**config.mk**
```make
export PLATFORM = sky130hd
export DESIGN_NAME = capture_period_frequency_meter
export DESIGN_NICKNAME = d
export VERILOG_FILES = /design/src/rtl/core/cpfm_pkg.sv /design/src/rtl/core/cpfm_div.sv /design/src/rtl/core/cpfm_chan_bank.sv /design/src/rtl/core/capture_period_frequency_meter.sv
export SDC_FILE = /design/constraint.sdc
export NUM_CORES = 1
export LEC_CHECK = 0
export ABC_CLOCK_PERIOD_IN_PS = 16000
export BUFFER_PORTS_ARGS = -buffer_cell sky130_fd_sc_hd__buf_2
export CAP_MARGIN = 10
export CORE_UTILIZATION = 51
export CTS_CLUSTER_SIZE = 14
export DETAILED_ROUTE_END_ITERATION = 16
export PLACE_DENSITY = 0.68
export SLEW_MARGIN = 20
export SYNTH_ARGS = -nofsm -noshare
export SYNTH_HDL_FRONTEND = slang
export SYNTH_SLANG_ARGS = --single-unit
```
**constraint.sdc**
```tcl
create_clock -name aclk -period 16 [get_ports aclk]
set_clock_uncertainty 0.05 [all_clocks]
set_input_delay 3.2 -clock aclk [delete_from_list [all_inputs] [get_ports aclk]]
set_output_delay 3.2 -clock aclk [all_outputs]
set_load 0.01 [all_outputs]
```
**src/rtl/core/cpfm_pkg.sv**
```systemverilog
// Shared types and constants of the capture period and frequency meter.
// Used by every module under rtl/core; depends on nothing.
`default_nettype none

package cpfm_pkg;

    // Fixed field widths
    localparam int CH_W      = 2;
    localparam int VAL_W     = 32;
    localparam int FREQ_W    = 36;
    localparam int TALLY_W   = 16;
    localparam int ENABLE_W  = 4;
    localparam int CFG_IDX_W = 2;

    // Register map
    localparam logic [CFG_IDX_W-1:0] REG_CHANNEL_ENABLE = 2'd0;
    localparam logic [CFG_IDX_W-1:0] REG_REFERENCE_HZ   = 2'd1;

    localparam logic [VAL_W-1:0] REF_HZ_RESET = 32'd108000000;

    // Event kinds
    localparam logic KIND_OVERFLOW = 1'b0;
    localparam logic KIND_CAPTURE  = 1'b1;

    // Divider geometry: (reference << 4) / period
    localparam int DIVIDEND_W = FREQ_W;
    localparam int DIVISOR_W  = VAL_W;
    localparam int DIV_STEPS  = DIVIDEND_W;

    typedef struct packed {
        logic             en;
        logic             kind;
        logic [CH_W-1:0]  channel;
        logic [VAL_W-1:0] value;
    } cap_req_t;

    typedef struct packed {
        logic                  done;
        logic [DIVIDEND_W-1:0] quotient;
    } div_res_t;

endpackage

`default_nettype wire

```
**src/rtl/core/cpfm_div.sv**
```systemverilog
// Bit-serial restoring divider, one quotient bit per cycle.
// Depends on cpfm_pkg for widths and the result struct.
`default_nettype none

module cpfm_div (
    input  wire logic                             aclk,
    input  wire logic                             aresetn,
    input  wire logic                             start,
    input  wire logic [cpfm_pkg::DIVIDEND_W-1:0]  dividend,
    input  wire logic [cpfm_pkg::DIVISOR_W-1:0]   divisor,
    output cpfm_pkg::div_res_t                    res
);

    localparam int DW   = cpfm_pkg::DIVIDEND_W;
    localparam int SW   = cpfm_pkg::DIVISOR_W;
    localparam int CNTW = $clog2(cpfm_pkg::DIV_STEPS + 1);

    logic [DW-1:0]   quo_reg, quo_next;
    logic [SW-1:0]   rem_reg, rem_next;
    logic [SW-1:0]   dvs_reg;
    logic [CNTW-1:0] cnt_reg;
    logic            run_reg;
    logic            done_reg;

    logic [SW:0] trial;
    logic [SW:0] diff;
    logic        ge;

    // Shared subtract and compare unit
    assign trial = {rem_reg, quo_reg[DW-1]};
    assign diff  = trial - {1'b0, dvs_reg};
    assign ge    = trial >= {1'b0, dvs_reg};

    always_comb begin
        quo_next = {quo_reg[DW-2:0], ge};
        rem_next = ge ? diff[SW-1:0] : trial[SW-1:0];
    end

    always_ff @(posedge aclk) begin
        if (!aresetn) begin
            run_reg  <= 1'b0;
            done_reg <= 1'b0;
            cnt_reg  <= '0;
        end else begin
            done_reg <= 1'b0;
            if (start) begin
                run_reg <= 1'b1;
                cnt_reg <= CNTW'(cpfm_pkg::DIV_STEPS);
            end else if (run_reg) begin
                cnt_reg <= cnt_reg - 1'b1;
                if (cnt_reg == CNTW'(1)) begin
                    run_reg  <= 1'b0;
                    done_reg <= 1'b1;
                end
            end
        end
    end

    always_ff @(posedge aclk) begin
        if (start) begin
            quo_reg <= dividend;
            rem_reg <= '0;
            dvs_reg <= divisor;
        end else if (run_reg) begin
            quo_reg <= quo_next;
            rem_reg <= rem_next;
        end
    end

    assign res.done     = done_reg;
    assign res.quotient = quo_reg;

endmodule

`default_nettype wire

```
**src/rtl/core/cpfm_chan_bank.sv**
```systemverilog
// Per-channel capture slots, phase flags and stored periods.
// Depends on cpfm_pkg for the capture request struct.
`default_nettype none

module cpfm_chan_bank #(
    parameter int NUM_CHANNELS = 4,
    parameter int COUNTER_BITS = 32
) (
    input  wire logic                              aclk,
    input  wire logic                              aresetn,
    input  wire cpfm_pkg::cap_req_t                req,
    input  wire logic [cpfm_pkg::ENABLE_W-1:0]     channel_enable,
    output logic      [cpfm_pkg::VAL_W-1:0]        period,
    output logic                                   updated
);

    localparam int IDX_W = (NUM_CHANNELS > 1) ? $clog2(NUM_CHANNELS) : 1;
    localparam int CB    = COUNTER_BITS;

    logic [CB-1:0] even_reg   [NUM_CHANNELS];
    logic [CB-1:0] odd_reg    [NUM_CHANNELS];
    logic [CB-1:0] period_reg [NUM_CHANNELS];
    logic          phase_reg  [NUM_CHANNELS];

    logic [IDX_W-1:0] idx;
    logic             in_range;
    logic             hit;
    logic [CB-1:0]    cap;
    logic [CB-1:0]    other;
    logic [CB-1:0]    diff;
    logic             gt;

    assign idx      = IDX_W'(req.channel);
    assign in_range = 32'(req.channel) < 32'(NUM_CHANNELS);
    assign hit      = in_range && (req.kind == cpfm_pkg::KIND_CAPTURE)
                      && channel_enable[req.channel];
    assign cap      = req.value[CB-1:0];

    always_comb begin
        if (in_range) begin
            other = phase_reg[idx] ? even_reg[idx] : odd_reg[idx];
        end else begin
            other = '0;
        end
    end

    assign gt   = cap > other;
    assign diff = cap - other;

    assign updated = hit && gt;

    always_comb begin
        if (!in_range) begin
            period = '0;
        end else if (hit && gt) begin
            period = cpfm_pkg::VAL_W'(diff);
        end else begin
            period = cpfm_pkg::VAL_W'(period_reg[idx]);
        end
    end

    always_ff @(posedge aclk) begin
        if (!aresetn) begin
            for (int i = 0; i < NUM_CHANNELS; i++) begin
                even_reg[i]   <= '0;
                odd_reg[i]    <= '0;
                period_reg[i] <= '0;
                phase_reg[i]  <= 1'b0;
            end
        end else if (req.en && hit) begin
            // Store into the slot the phase points at, then toggle
            if (phase_reg[idx]) begin
                odd_reg[idx] <= cap;
            end else begin
                even_reg[idx] <= cap;
            end
            phase_reg[idx] <= !phase_reg[idx];
            if (gt) begin
                period_reg[idx] <= diff;
            end
        end
    end

endmodule

`default_nettype wire

```
**src/rtl/core/capture_period_frequency_meter.sv**
```systemverilog
// Top level of the capture period and frequency meter: sequencer, config
// registers and result register. Depends on cpfm_pkg, cpfm_chan_bank, cpfm_div.
//
// Usage:
//   The s_ channel takes one timer event per beat: an overflow (s_kind 0)
//   bumps the 16-bit overflow tally, a capture (s_kind 1) stores s_capture_value
//   into the channel's alternate slot and may set a new period.
//   Every event yields exactly one beat on the m_ channel: channel, period,
//   updated flag, frequency with four fraction bits and the overflow tally.
//   The cfg_ channel writes channel_enable (index 0) or reference_hz
//   (index 1); cfg_ready is always high. Write only while the block is idle.
// Flow:
//   An accepted event first passes the channel update, then the bit-serial
//   divider (one quotient bit per cycle through one shared subtractor); the
//   divider's done flag moves the sequencer to its hold state, from which the
//   result is loaded into the output register once that register is free.
//   s_ready is low while an event is being worked on, so the next event is
//   taken only after the last one's result has been loaded.
// Reset and stalls:
//   Reset clears all capture slots, periods, phases and the tally, sets
//   channel_enable to 0 and reference_hz to 108 MHz. A result held by a low
//   m_ready stays in the output register; the next event is still accepted
//   and its result waits inside until the register frees.
`default_nettype none

module capture_period_frequency_meter #(
    parameter int NUM_CHANNELS = 4,
    parameter int COUNTER_BITS = 32
) (
    input  wire logic                               aclk,
    input  wire logic                               aresetn,

    input  wire logic                               s_valid,
    output logic                                    s_ready,
    input  wire logic                               s_kind,
    input  wire logic [cpfm_pkg::CH_W-1:0]          s_channel,
    input  wire logic [cpfm_pkg::VAL_W-1:0]         s_capture_value,

    output logic                                    m_valid,
    input  wire logic                               m_ready,
    output logic      [cpfm_pkg::CH_W-1:0]          m_result_channel,
    output logic      [cpfm_pkg::VAL_W-1:0]         m_period,
    output logic                                    m_period_updated,
    output logic      [cpfm_pkg::FREQ_W-1:0]        m_freq_x16,
    output logic      [cpfm_pkg::TALLY_W-1:0]       m_overflow_tally,

    input  wire logic                               cfg_valid,
    output logic                                    cfg_ready,
    input  wire logic [cpfm_pkg::CFG_IDX_W-1:0]     cfg_index,
    input  wire logic [cpfm_pkg::VAL_W-1:0]         cfg_data
);

    localparam logic [1:0] ST_IDLE = 2'd0;
    localparam logic [1:0] ST_UPD  = 2'd1;
    localparam logic [1:0] ST_DIV  = 2'd2;
    localparam logic [1:0] ST_HOLD = 2'd3;

    logic [1:0] state_reg, state_next;

    logic [cpfm_pkg::ENABLE_W-1:0] enable_reg;
    logic [cpfm_pkg::VAL_W-1:0]    ref_hz_reg;
    logic [cpfm_pkg::TALLY_W-1:0]  tally_reg;

    logic                          kind_reg;
    logic [cpfm_pkg::CH_W-1:0]     ch_reg;
    logic [cpfm_pkg::VAL_W-1:0]    cap_reg;
    logic [cpfm_pkg::VAL_W-1:0]    period_reg;
    logic                          upd_reg;

    logic                          out_valid_reg;
    logic [cpfm_pkg::CH_W-1:0]     out_ch_reg;
    logic [cpfm_pkg::VAL_W-1:0]    out_period_reg;
    logic                          out_upd_reg;
    logic [cpfm_pkg::FREQ_W-1:0]   out_freq_reg;
    logic [cpfm_pkg::TALLY_W-1:0]  out_tally_reg;

    cpfm_pkg::cap_req_t            req;
    cpfm_pkg::div_res_t            div_res;
    logic [cpfm_pkg::VAL_W-1:0]    bank_period;
    logic                          bank_updated;
    logic                          s_fire;
    logic                          out_free;
    logic                          load_out;
    logic                          div_start;

    assign s_ready   = (state_reg == ST_IDLE);
    assign s_fire    = s_valid && s_ready;
    assign cfg_ready = 1'b1;
    assign out_free  = !out_valid_reg || m_ready;
    assign load_out  = (state_reg == ST_HOLD) && out_free;
    assign div_start = (state_reg == ST_UPD);

    assign req.en      = (state_reg == ST_UPD);
    assign req.kind    = kind_reg;
    assign req.channel = ch_reg;
    assign req.value   = cap_reg;

    cpfm_chan_bank #(
        .NUM_CHANNELS (NUM_CHANNELS),
        .COUNTER_BITS (COUNTER_BITS)
    ) u_bank (
        .aclk           (aclk),
        .aresetn        (aresetn),
        .req            (req),
        .channel_enable (enable_reg),
        .period         (bank_period),
        .updated        (bank_updated)
    );

    cpfm_div u_div (
        .aclk     (aclk),
        .aresetn  (aresetn),
        .start    (div_start),
        .dividend ({ref_hz_reg, 4'b0000}),
        .divisor  (bank_period),
        .res      (div_res)
    );

    always_comb begin
        state_next = state_reg;
        case (state_reg)
            ST_IDLE: begin
                if (s_fire) begin
                    state_next = ST_UPD;
                end
            end
            ST_UPD: begin
                state_next = ST_DIV;
            end
            ST_DIV: begin
                if (div_res.done) begin
                    state_next = ST_HOLD;
                end
            end
            ST_HOLD: begin
                if (out_free) begin
                    state_next = ST_IDLE;
                end
            end
            default: begin
                state_next = ST_IDLE;
            end
        endcase
    end

    always_ff @(posedge aclk) begin
        if (!aresetn) begin
            state_reg     <= ST_IDLE;
            enable_reg    <= '0;
            ref_hz_reg    <= cpfm_pkg::REF_HZ_RESET;
            tally_reg     <= '0;
            out_valid_reg <= 1'b0;
        end else begin
            state_reg <= state_next;
            if (cfg_valid && cfg_ready) begin
                case (cfg_index)
                    cpfm_pkg::REG_CHANNEL_ENABLE: enable_reg <= cfg_data[cpfm_pkg::ENABLE_W-1:0];
                    cpfm_pkg::REG_REFERENCE_HZ:   ref_hz_reg <= cfg_data;
                    default: begin
                    end
                endcase
            end
            if ((state_reg == ST_UPD) && (kind_reg == cpfm_pkg::KIND_OVERFLOW)) begin
                tally_reg <= tally_reg + 1'b1;
            end
            if (load_out) begin
                out_valid_reg <= 1'b1;
            end else if (m_ready) begin
                out_valid_reg <= 1'b0;
            end
        end
    end

    // Payload registers
    always_ff @(posedge aclk) begin
        if (s_fire) begin
            kind_reg <= s_kind;
            ch_reg   <= s_channel;
            cap_reg  <= s_capture_value;
        end
        if (state_reg == ST_UPD) begin
            period_reg <= bank_period;
            upd_reg    <= bank_updated;
        end
        if (load_out) begin
            out_ch_reg     <= ch_reg;
            out_period_reg <= period_reg;
            out_upd_reg    <= upd_reg;
            out_freq_reg   <= (period_reg == '0) ? '0 : div_res.quotient;
            out_tally_reg  <= tally_reg;
        end
    end

    assign m_valid          = out_valid_reg;
    assign m_result_channel = out_ch_reg;
    assign m_period         = out_period_reg;
    assign m_period_updated = out_upd_reg;
    assign m_freq_x16       = out_freq_reg;
    assign m_overflow_tally = out_tally_reg;

endmodule

`default_nettype wire

```
== After elaboration in Yosys (flattened, before gate mapping) ==
Memories as Yosys holds them, arrays and structs flattened. A register that Yosys moved wholly into a read port is not among the register bits.
Cells that the tools add are included.

* Bits in writable memories: 388
* Bits of input ports: 74
* Output and inout bits: 90
* Register bits after elaboration: 286
* Memories kept: 4
* Logic and storage cells: 118

{| class="wikitable"
|+ Memory list
! name !! words !! width !! rd ports !! clocked after memory_dff !! wr ports !! line !! RTL
|-
| u_bank.even_reg || 4 || 32 || 1 || 1 || 4 || cpfm_chan_bank.sv:20 || <nowiki>logic [CB-1:0] even_reg [NUM_CHANNELS];</nowiki>
|-
| u_bank.odd_reg || 4 || 32 || 1 || 1 || 4 || cpfm_chan_bank.sv:21 || <nowiki>logic [CB-1:0] odd_reg [NUM_CHANNELS];</nowiki>
|-
| u_bank.period_reg || 4 || 32 || 1 || 1 || 4 || cpfm_chan_bank.sv:22 || <nowiki>logic [CB-1:0] period_reg [NUM_CHANNELS];</nowiki>
|-
| u_bank.phase_reg || 4 || 1 || 1 || 1 || 4 || cpfm_chan_bank.sv:23 || <nowiki>logic phase_reg [NUM_CHANNELS];</nowiki>
|}

* Equality and inequality tests: 8
* Bitwise gates (word level): 3
* $add $sub $neg: 4
* Mux-type cells: 51
* Reductions and logical operators: 23
* $lt $le $gt $ge: 3

{| class="wikitable"
|+ Operator list
! cell !! number
|-
| 2-to-1 mux 32 bit || 6
|-
| OR reduction 32 bit || 3
|-
| 2-to-1 mux 36 bit || 2
|-
| subtractor 32 bit || 2
|-
| >= comparator 33 x 32 -> 1 bit || 1
|-
| greater-than comparator 32 bit || 1
|-
| logical NOT 32 bit || 1
|-
| 2-to-1 mux 1 bit || 28
|-
| 2-to-1 mux 2 bit || 11
|-
| adder 16 x 1 -> 16 bit, second input constant || 1
|-
| 2-to-1 mux 6 bit || 2
|-
| case mux 2 bit (4 select lines) || 1
|-
| == test 6 x 1 -> 1 bit, second input constant || 1
|-
| logical AND 1 bit || 6
|-
| subtractor 6 x 1 -> 6 bit, second input constant || 1
|-
| == test 2 x 1 -> 1 bit, second input constant || 2
|-
| == test 2 bit, second input constant || 2
|-
| logical NOT 2 bit || 2
|-
| inequality test 2 x 1 -> 1 bit, second input constant || 2
|-
| AND reduction 2 bit || 2
|-
| nonzero test 2 bit || 2
|-
| less-than comparator 2 x 3 -> 1 bit, second input constant || 1
|-
| NOT 1 bit || 3
|-
| AND reduction 3 bit || 1
|-
| other kinds (7) || 8
|}

== Logic depth before layout (Yosys ltp) ==
Gate-level depths: netlist of the first run.

* Word-level depth: 9
* Mapped depth: 19
* Mapped depth without buffers: 16

== Cells and area by module ==
Synthesis of the first run repeated with hierarchy kept, for this count alone.

* Cells, all modules: 2,498
* Area, all modules: 32,737.6 µm²

{| class="wikitable"
|+ Modules (own cells, without submodules)
! module !! area an instance (µm²) !! sequential area each (µm²) !! times used !! cells an instance
|-
| cpfm_chan_bank || 19,291.0 || 11,621.1 || 1 || 1,429
|-
| capture_period_frequency_meter || 7,125.6 || 5,755.5 || 1 || 461
|-
| cpfm_div || 6,321.1 || 2,842.7 || 1 || 608
|}

== Least setup slack after synthesis of the first run ==
Ideal clock, no wire load.

* Path type: input-to-reg
* Start point: in m_ready
* End point: reg out_freq_reg (netlist bit m_freq_x16[0]) (enable)
* Stages: 2
* Setup time: 0.544 ns
* Setup slack: 8.270 ns
* Data required time: 15.406 ns
* Path buffers: 0
* Arrival time: 7.137 ns
* Cells stage by stage: nor2b_1 -> nor2b_1

* Longest elaborated chain between the ends: 2

{| class="wikitable"
|+ RTL lines
! element !! line !! RTL
|-
| from (decl) || capture_period_frequency_meter.sv:40 || <nowiki>input wire logic m_ready,</nowiki>
|-
| logical OR 1 bit || capture_period_frequency_meter.sv:89 || <nowiki>assign out_free = !out_valid_reg || m_ready;</nowiki>
|-
| logical AND 1 bit || capture_period_frequency_meter.sv:90 || <nowiki>assign load_out = (state_reg == ST_HOLD) && out_free;</nowiki>
|-
| net load_out || capture_period_frequency_meter.sv:83 || <nowiki>logic load_out;</nowiki>
|-
| to (signal assigned) || capture_period_frequency_meter.sv:189 || <nowiki>out_freq_reg <= (period_reg == '0) ? '0 : div_res.quotient;</nowiki>
|-
| to (decl) || capture_period_frequency_meter.sv:74 || <nowiki>logic [cpfm_pkg::FREQ_W-1:0] out_freq_reg;</nowiki>
|}

The timed path passes the listed nets, and every way through them passes these cells.
A chain may end at the register's enable or synchronous reset.

==> metrics.txt, run 1 <==
outcome completed; Leak 13.5 nW; fmax 0.137 GHz; most frequent cells in the layout edfxtp_1, nor2_1, nand2_1; Yosys cell types 75; syn nets 2648; Core Footprint 60500 um2; Layout area overhead 13.1%; first-pass GRT wire length 117000 um; Post-CTS Setup Inserts 0; Seq/Total Area, Yosys 0.617; Hold Fails Final Rpt 0; power per cell area 180 nW/um2; top_reg_cell synth edfxtp_1; Yosys warning count 0; Crit. End Element flip-flop; minimum clock period 7.33 ns; row count 90; setup TNS 0 ns; WP data required 16.23 ns; CTS clock-pin slew for the worst setup and hold paths 0.06 ns; max-cap violation count 0; Pre-antenna DRT Iters 5; layout cells sized above 1 0.168; Vias per Instance 5.91; Yosys reg bits 676; Worst-Skew Late Latency 0.62 ns; Post-synth EDFFs 572; cell count after synthesis 2501; Critical Path AT 7.56 ns; Worst Tran Pin Value 1.04 ns; startpoint types flip-flop; routability congestion estimate 0.927; Final ANT Viol Nets 0; dpl hpwl 48500 um; RSZ-0062 raised after global routing no; gr ovfl total 0; worst vdd ir 0.128 mV; Synth Cell Area 31200 um2; drt wl/cell 22.0 um; vias in the first global route 20600; Tcrit/Tclk final 0.458; Remaining DRCs 0; fin util 0.584; post-CTS sizing 0; crit path kind reg2reg; Post-Route WL 76400 um; CTS tree yes; Iter 0 DRT Violations 1738; total power 0.00635 W; chip width 249 um; most common cell after layout, fill and taps aside edfxtp_1; antenna violations before repair 0; Vias 20500; CTS Buf Count 72; H-Tree Depth 3; Die ar. 62200 um2; # port buffers 162; max-slew violations 0; Final nets 2775; Synth async-reset ratio 0; syn avg cell area 12.5 um2; Initial Util 0.516; hold_buf cts 0; setup violators final 0; Crit Path Max Fanout 42; Worst slew margin 0.302; largest net degree at the start of global routing 88; Global Route Usage Sum 0.245; # diodes 0; io pins 164; clock root buffer clkbuf_16; hold crit path type reg2reg; CTS Buffer Depth 3; Die Ht 249 um; CTS Sinks 676
-- layout make-up --
cell class	instances	area (um2)
Clock buffer	87	1890
Clock inverter	47	533
Fill cell	4794	25200
Inverter	144	541
Multi-Input combinational cell	1534	11000
Sequential cell	676	19300
Tap cell	782	978
Timing Repair Buffer	200	1100
-- cell usage after synthesis, types with 6 or more instances --
| library cell | number | area, um2 |
|---|---|---|
| edfxtp_1 | 572 | 17200 |
| nor2_1 | 327 | 1230 |
| nand2_1 | 209 | 785 |
| inv_1 | 143 | 537 |
| clkbuf_1 | 121 | 454 |
| dfxtp_1 | 104 | 2080 |
| mux4_2 | 97 | 2180 |
| a21oi_1 | 89 | 445 |
| o21ai_0 | 76 | 380 |
| ha_1 | 71 | 888 |
| and2_1 | 62 | 388 |
| mux2i_1 | 60 | 601 |
| nand3_1 | 55 | 275 |
| nor2b_1 | 54 | 338 |
| nor3_1 | 48 | 240 |
| a21o_1 | 34 | 255 |
| a22o_1 | 31 | 272 |
| xnor2_1 | 31 | 272 |
| xor2_1 | 30 | 263 |
| nand4_1 | 25 | 156 |
| and3_1 | 19 | 119 |
| buf_1 | 19 | 71.3 |
| a311oi_1 | 18 | 158 |
| nand2b_1 | 18 | 113 |
| mux2_2 | 14 | 158 |
| nor4_1 | 14 | 87.6 |
| o31ai_1 | 14 | 105 |
| a31oi_1 | 12 | 75.1 |
| o21a_1 | 12 | 90.1 |
| o211ai_1 | 11 | 82.6 |
| a211oi_1 | 10 | 75.1 |
| or3_1 | 10 | 62.6 |
| nor3b_1 | 8 | 60.1 |
| nand3b_1 | 6 | 45.0 |
| o311ai_0 | 6 | 52.6 |
-- per-stage QoR --
stage	hold slack, ns	setup WS [ns]	instance area (um2)	std cells
3_3_place_gp	0.376	8.32	32900	3336
6_report	0.378	8.67	35300	3470
4_1_cts	0.382	8.07	35300	3470
3_5_place_dp	0.368	8.07	32900	3336
2_1_floorplan	0.350	8.27	31200	2501
5_1_grt	0.396	8.09	35300	3470
-- final timing paths --
kind,startpoint,end,slack [ns],depth (start not counted)
worst max-delay path,flip-flop,u_bank.period_reg[2][25]$_SDFFCE_PN0P_,8.67,14
worst min-delay path,upd_reg$_DFFE_PP_,m_period_updated$_DFFE_PP_,0.38,0
worst max register to register,flip-flop,u_bank.period_reg[2][25]$_SDFFCE_PN0P_,8.67,14
worst min register to register,upd_reg$_DFFE_PP_,m_period_updated$_DFFE_PP_,0.38,0
-- power by group --
group / leakage (nW) / total, W / internal [W] / switching, W
Sequential: 6.58 / 0.00239 / 0.00219 / 0.000197
Combinational: 5.73 / 0.00226 / 0.000849 / 0.00141
Clock: 1.17 / 0.00171 / 0.00101 / 0.000696
-- logic make-up after synthesis --
family | count (synthesis) | share of synthesized area
muxes | 171 | 0.0943
xor gates and xnor gates | 61 | 0.0171
other | 1 | 0.000120
buffers and inverters | 291 | 0.0357
adders and majority gates | 73 | 0.0297
and+or+nand+nor | 872 | 0.130
DFF | 676 | 0.617
AOI/OAI and AO/OA | 356 | 0.0766
-- critical path: stages, from the launching register on --
cell and delay, ns:
dfxtp_4 0.69, buf_4 0.77, buf_4 0.65, mux4_2 0.59, mux2i_1 0.20, ha_1 0.30
and4_1 0.26, and2_1 0.15, and4_1 0.21, nand4_1 0.16, o221a_2 0.37, nor3_4 0.70
nand2_1 0.77, nand2_1 0.61, buf_4 0.40
-- routing by layer --
metal / track usage / vias up / share of wire
met1: 0.322 / 10200 / 0.41
met2: 0.421 / 765 / 0.50
met5: 0 / - / 0
li1: - / 9415 / -
met4: 0.0735 / 0 / 0.026
met3: 0.0362 / 141 / 0.063
(Power assumes the default switching activity.)
==> run 2: changes to the inputs <==
--- a/config.mk
+++ b/config.mk
@@ -5,13 +5,14 @@
 export SDC_FILE = /design/constraint.sdc
 export NUM_CORES = 1
 export LEC_CHECK = 0
-export ABC_CLOCK_PERIOD_IN_PS = 16000
+export ABC_AREA = 1
+export ABC_CLOCK_PERIOD_IN_PS = 5960
 export BUFFER_PORTS_ARGS = -buffer_cell sky130_fd_sc_hd__buf_2
 export CAP_MARGIN = 10
 export CORE_UTILIZATION = 51
 export CTS_CLUSTER_SIZE = 14
 export DETAILED_ROUTE_END_ITERATION = 16
-export PLACE_DENSITY = 0.68
+export PLACE_DENSITY = 0.71
 export SLEW_MARGIN = 20
 export SYNTH_ARGS = -nofsm -noshare
 export SYNTH_HDL_FRONTEND = slang
==> constraint.sdc (replaced) <==
create_clock -name aclk -period 5.96 [get_ports aclk]
set_clock_uncertainty 0.05 [all_clocks]
set_input_delay 1.192 -clock aclk [delete_from_list [all_inputs] [get_ports aclk]]
set_output_delay 1.192 -clock aclk [all_outputs]
set_load 0.01 [all_outputs]
==> run 2 against run 1 <==
Against the previous run:
- setup slack got worse by 7.4 ns
- via count increased by 23%
- sequential power increased to 2.6 times the previous value
- combinational power increased to 2.9 times the previous value
- global-route usage increased by 2.3 points
- critical path depth increased by 5
==> metrics.txt, run 2 <==
Post-synth EDFFs 572; worst hold start ref_hz_reg[25]$_SDFFE_PN1P_; routability congestion estimate 0.943; post-synth top area cell edfxtp_1; Worst Tran Pin Value 1.06 ns; Vias per Instance 5.44; drt wl/cell 18.4 um; hold crit path type reg2reg; Final nets 3878; gr ovfl total 0; io pins 164; Pre-antenna DRT Iters 6; most frequent cell after synthesis nand2_1; WP data required 6.24 ns; CTS tree yes; Leak 15.7 nW; power per cell area 472 nW/um2; Synth Cell Area 32400 um2; Hold Fails Final Rpt 0; crit path kind reg2reg; layout cells sized above 1 0.0924; hold depth 2; antenna violations before repair 0; Crit Path Max Fanout 74; Post-CTS Setup Inserts 0; Remaining DRCs 0; Critical Path AT 4.99 ns; CTS clock-pin slew for the worst setup and hold paths 0.06 ns; Core Footprint 63000 um2; Layout area overhead 12.6%; Seq/Total Area, Yosys 0.594; R2R depth 19; Tcrit/Tclk final 0.791; Yosys reg bits 676; top-area cell type share of the netlist area 0.529; Die Ht 254 um; Worst-Skew Late Latency 0.64 ns; chip width 254 um; Initial Util 0.515; worst min-delay path endpoint ref_hz_reg[25]$_SDFFE_PN1P_; RSZ-0062 raised after global routing no; fmax 0.212 GHz; CTS Buffer Depth 3; setup violators final 0; CTS Buf Count 72; setup TNS 0 ns; CTS Sinks 676; Post-DP Area 34200 um2; Yosys warning count 0; outcome completed; post-CTS sizing 0; Yosys cell types 44; synth top area cells edfxtp_1, nand2_1, nor2_1; top_reg_cell synth edfxtp_1; FF-to-FF setup slack 1.25 ns; H-Tree Depth 3; row count 92; Final ANT Viol Nets 0; first-pass GRT wire length 133000 um; startpoint types flip-flop; most frequent cells in the layout nand2_1, nor2_1, edfxtp_1; cell count after synthesis 3597; Global Route Usage Sum 0.267; clock root buffer clkbuf_16; minimum clock period 4.71 ns; Worst slew margin 0.290; Design Area, Final 36500 um2; Inst Count DP 4503; # diodes 0; max-cap violation count 0; Post-Route WL 85200 um; Crit. End Element flip-flop; dpl hpwl 55900 um; synth cell count leaders nand2_1, nor2_1, edfxtp_1; Iter 0 DRT Violations 2380; syn avg cell area 9.02 um2; Synth async-reset ratio 0; worst vdd ir 0.332 mV; syn nets 3744; Non-Filler Instances 4635; most common cell after layout, fill and taps aside nand2_1; Vias 25200; Die ar. 64600 um2; hold_buf cts 0; filler cell count 5546; max-slew violations 0; fin util 0.580; vias in the first global route 24400; # port buffers 162; R2R Path End u_bank.period_reg[1][28]$_SDFFCE_PN0P_; largest net degree at the start of global routing 99
## run 2: worst max path at each step
stage,start,end,slack (ns),cells after the start
after detailed placement,flip-flop,u_bank.period_reg[1][8]$_SDFFCE_PN0P_,1.32,19
after global placement,flip-flop,u_bank.period_reg[1][8]$_SDFFCE_PN0P_,1.40,19
final,flip-flop,u_bank.period_reg[1][28]$_SDFFCE_PN0P_,1.25,19
after floorplan,state_reg[1]$_SDFFE_PN0P_,u_bank.odd_reg[3][0]$_DFFE_PP_,0.44,4
after CTS,flip-flop,u_bank.period_reg[1][8]$_SDFFCE_PN0P_,1.30,19
after global routing,flip-flop,u_bank.period_reg[1][26]$_SDFFCE_PN0P_,0.84,17
## run 2: routing by layer
metal  GRT usage  vias to the layer above  routed length [um]
met5           0                        -                   0
met4       0.108                        0                2780
met3      0.0398                      191                6110
met2       0.453                      968               41300
met1       0.345                    11900               35000
li1            -                    12200                   -
## run 2: worst max-delay path, stage by stage (launching register included)
cell	delay [ns]
dfxtp_4	0.45
inv_4	0.35
buf_4	0.66
o21ai_0	0.16
o221ai_1	0.17
o21ai_0	0.12
ha_1	0.41
nand2_1	0.12
nor2_1	0.26
nand2_1	0.08
inv_1	0.10
nand2_1	0.07
nand2_1	0.09
nand2_1	0.05
nand2_1	0.14
nand2_1	0.11
inv_1	0.12
nand2_1	0.08
nand2_1	0.45
buf_12	0.27
## run 2: final cells by class
type / instances / area, um2 / share of cell area
clock buffer: 100 / 1970 / 0.0539
clock inverter: 32 / 353 / 0.00966
inverter: 460 / 1730 / 0.0473
multi-input combinational: 2307 / 10900 / 0.298
sequential: 676 / 19300 / 0.527
tap: 846 / 1060 / 0.0290
timing repair buffer: 214 / 1260 / 0.0346
## run 2: logic make-up after synthesis
kind of cell	share of synthesized area
compound gates	0.0922
xor+xnor	0.00891
fa+ha+maj	0.0286
buf+inv	0.0729
flops	0.594
other cells	0.000116
simple gates	0.204
## run 2: per-stage QoR
stage / total power [W] / hold WS (ns) / setup slack, ns
after CTS: 0.0172 / 0.407 / 1.30
after global placement: 0.0127 / 0.390 / 1.40
final: 0.0173 / 0.407 / 1.25
after floorplan: 0.0105 / 0.350 / 0.440
after global routing: 0.0183 / 0.408 / 0.841
after detailed placement: 0.0128 / 0.392 / 1.32
## run 2: where the power goes
part	total (W)	switching [W]	internal (W)
combinational	0.00658	0.00471	0.00187
clock	0.00440	0.00188	0.00252
sequential	0.00627	0.000380	0.00589
total	0.0173	0.00697	0.0103
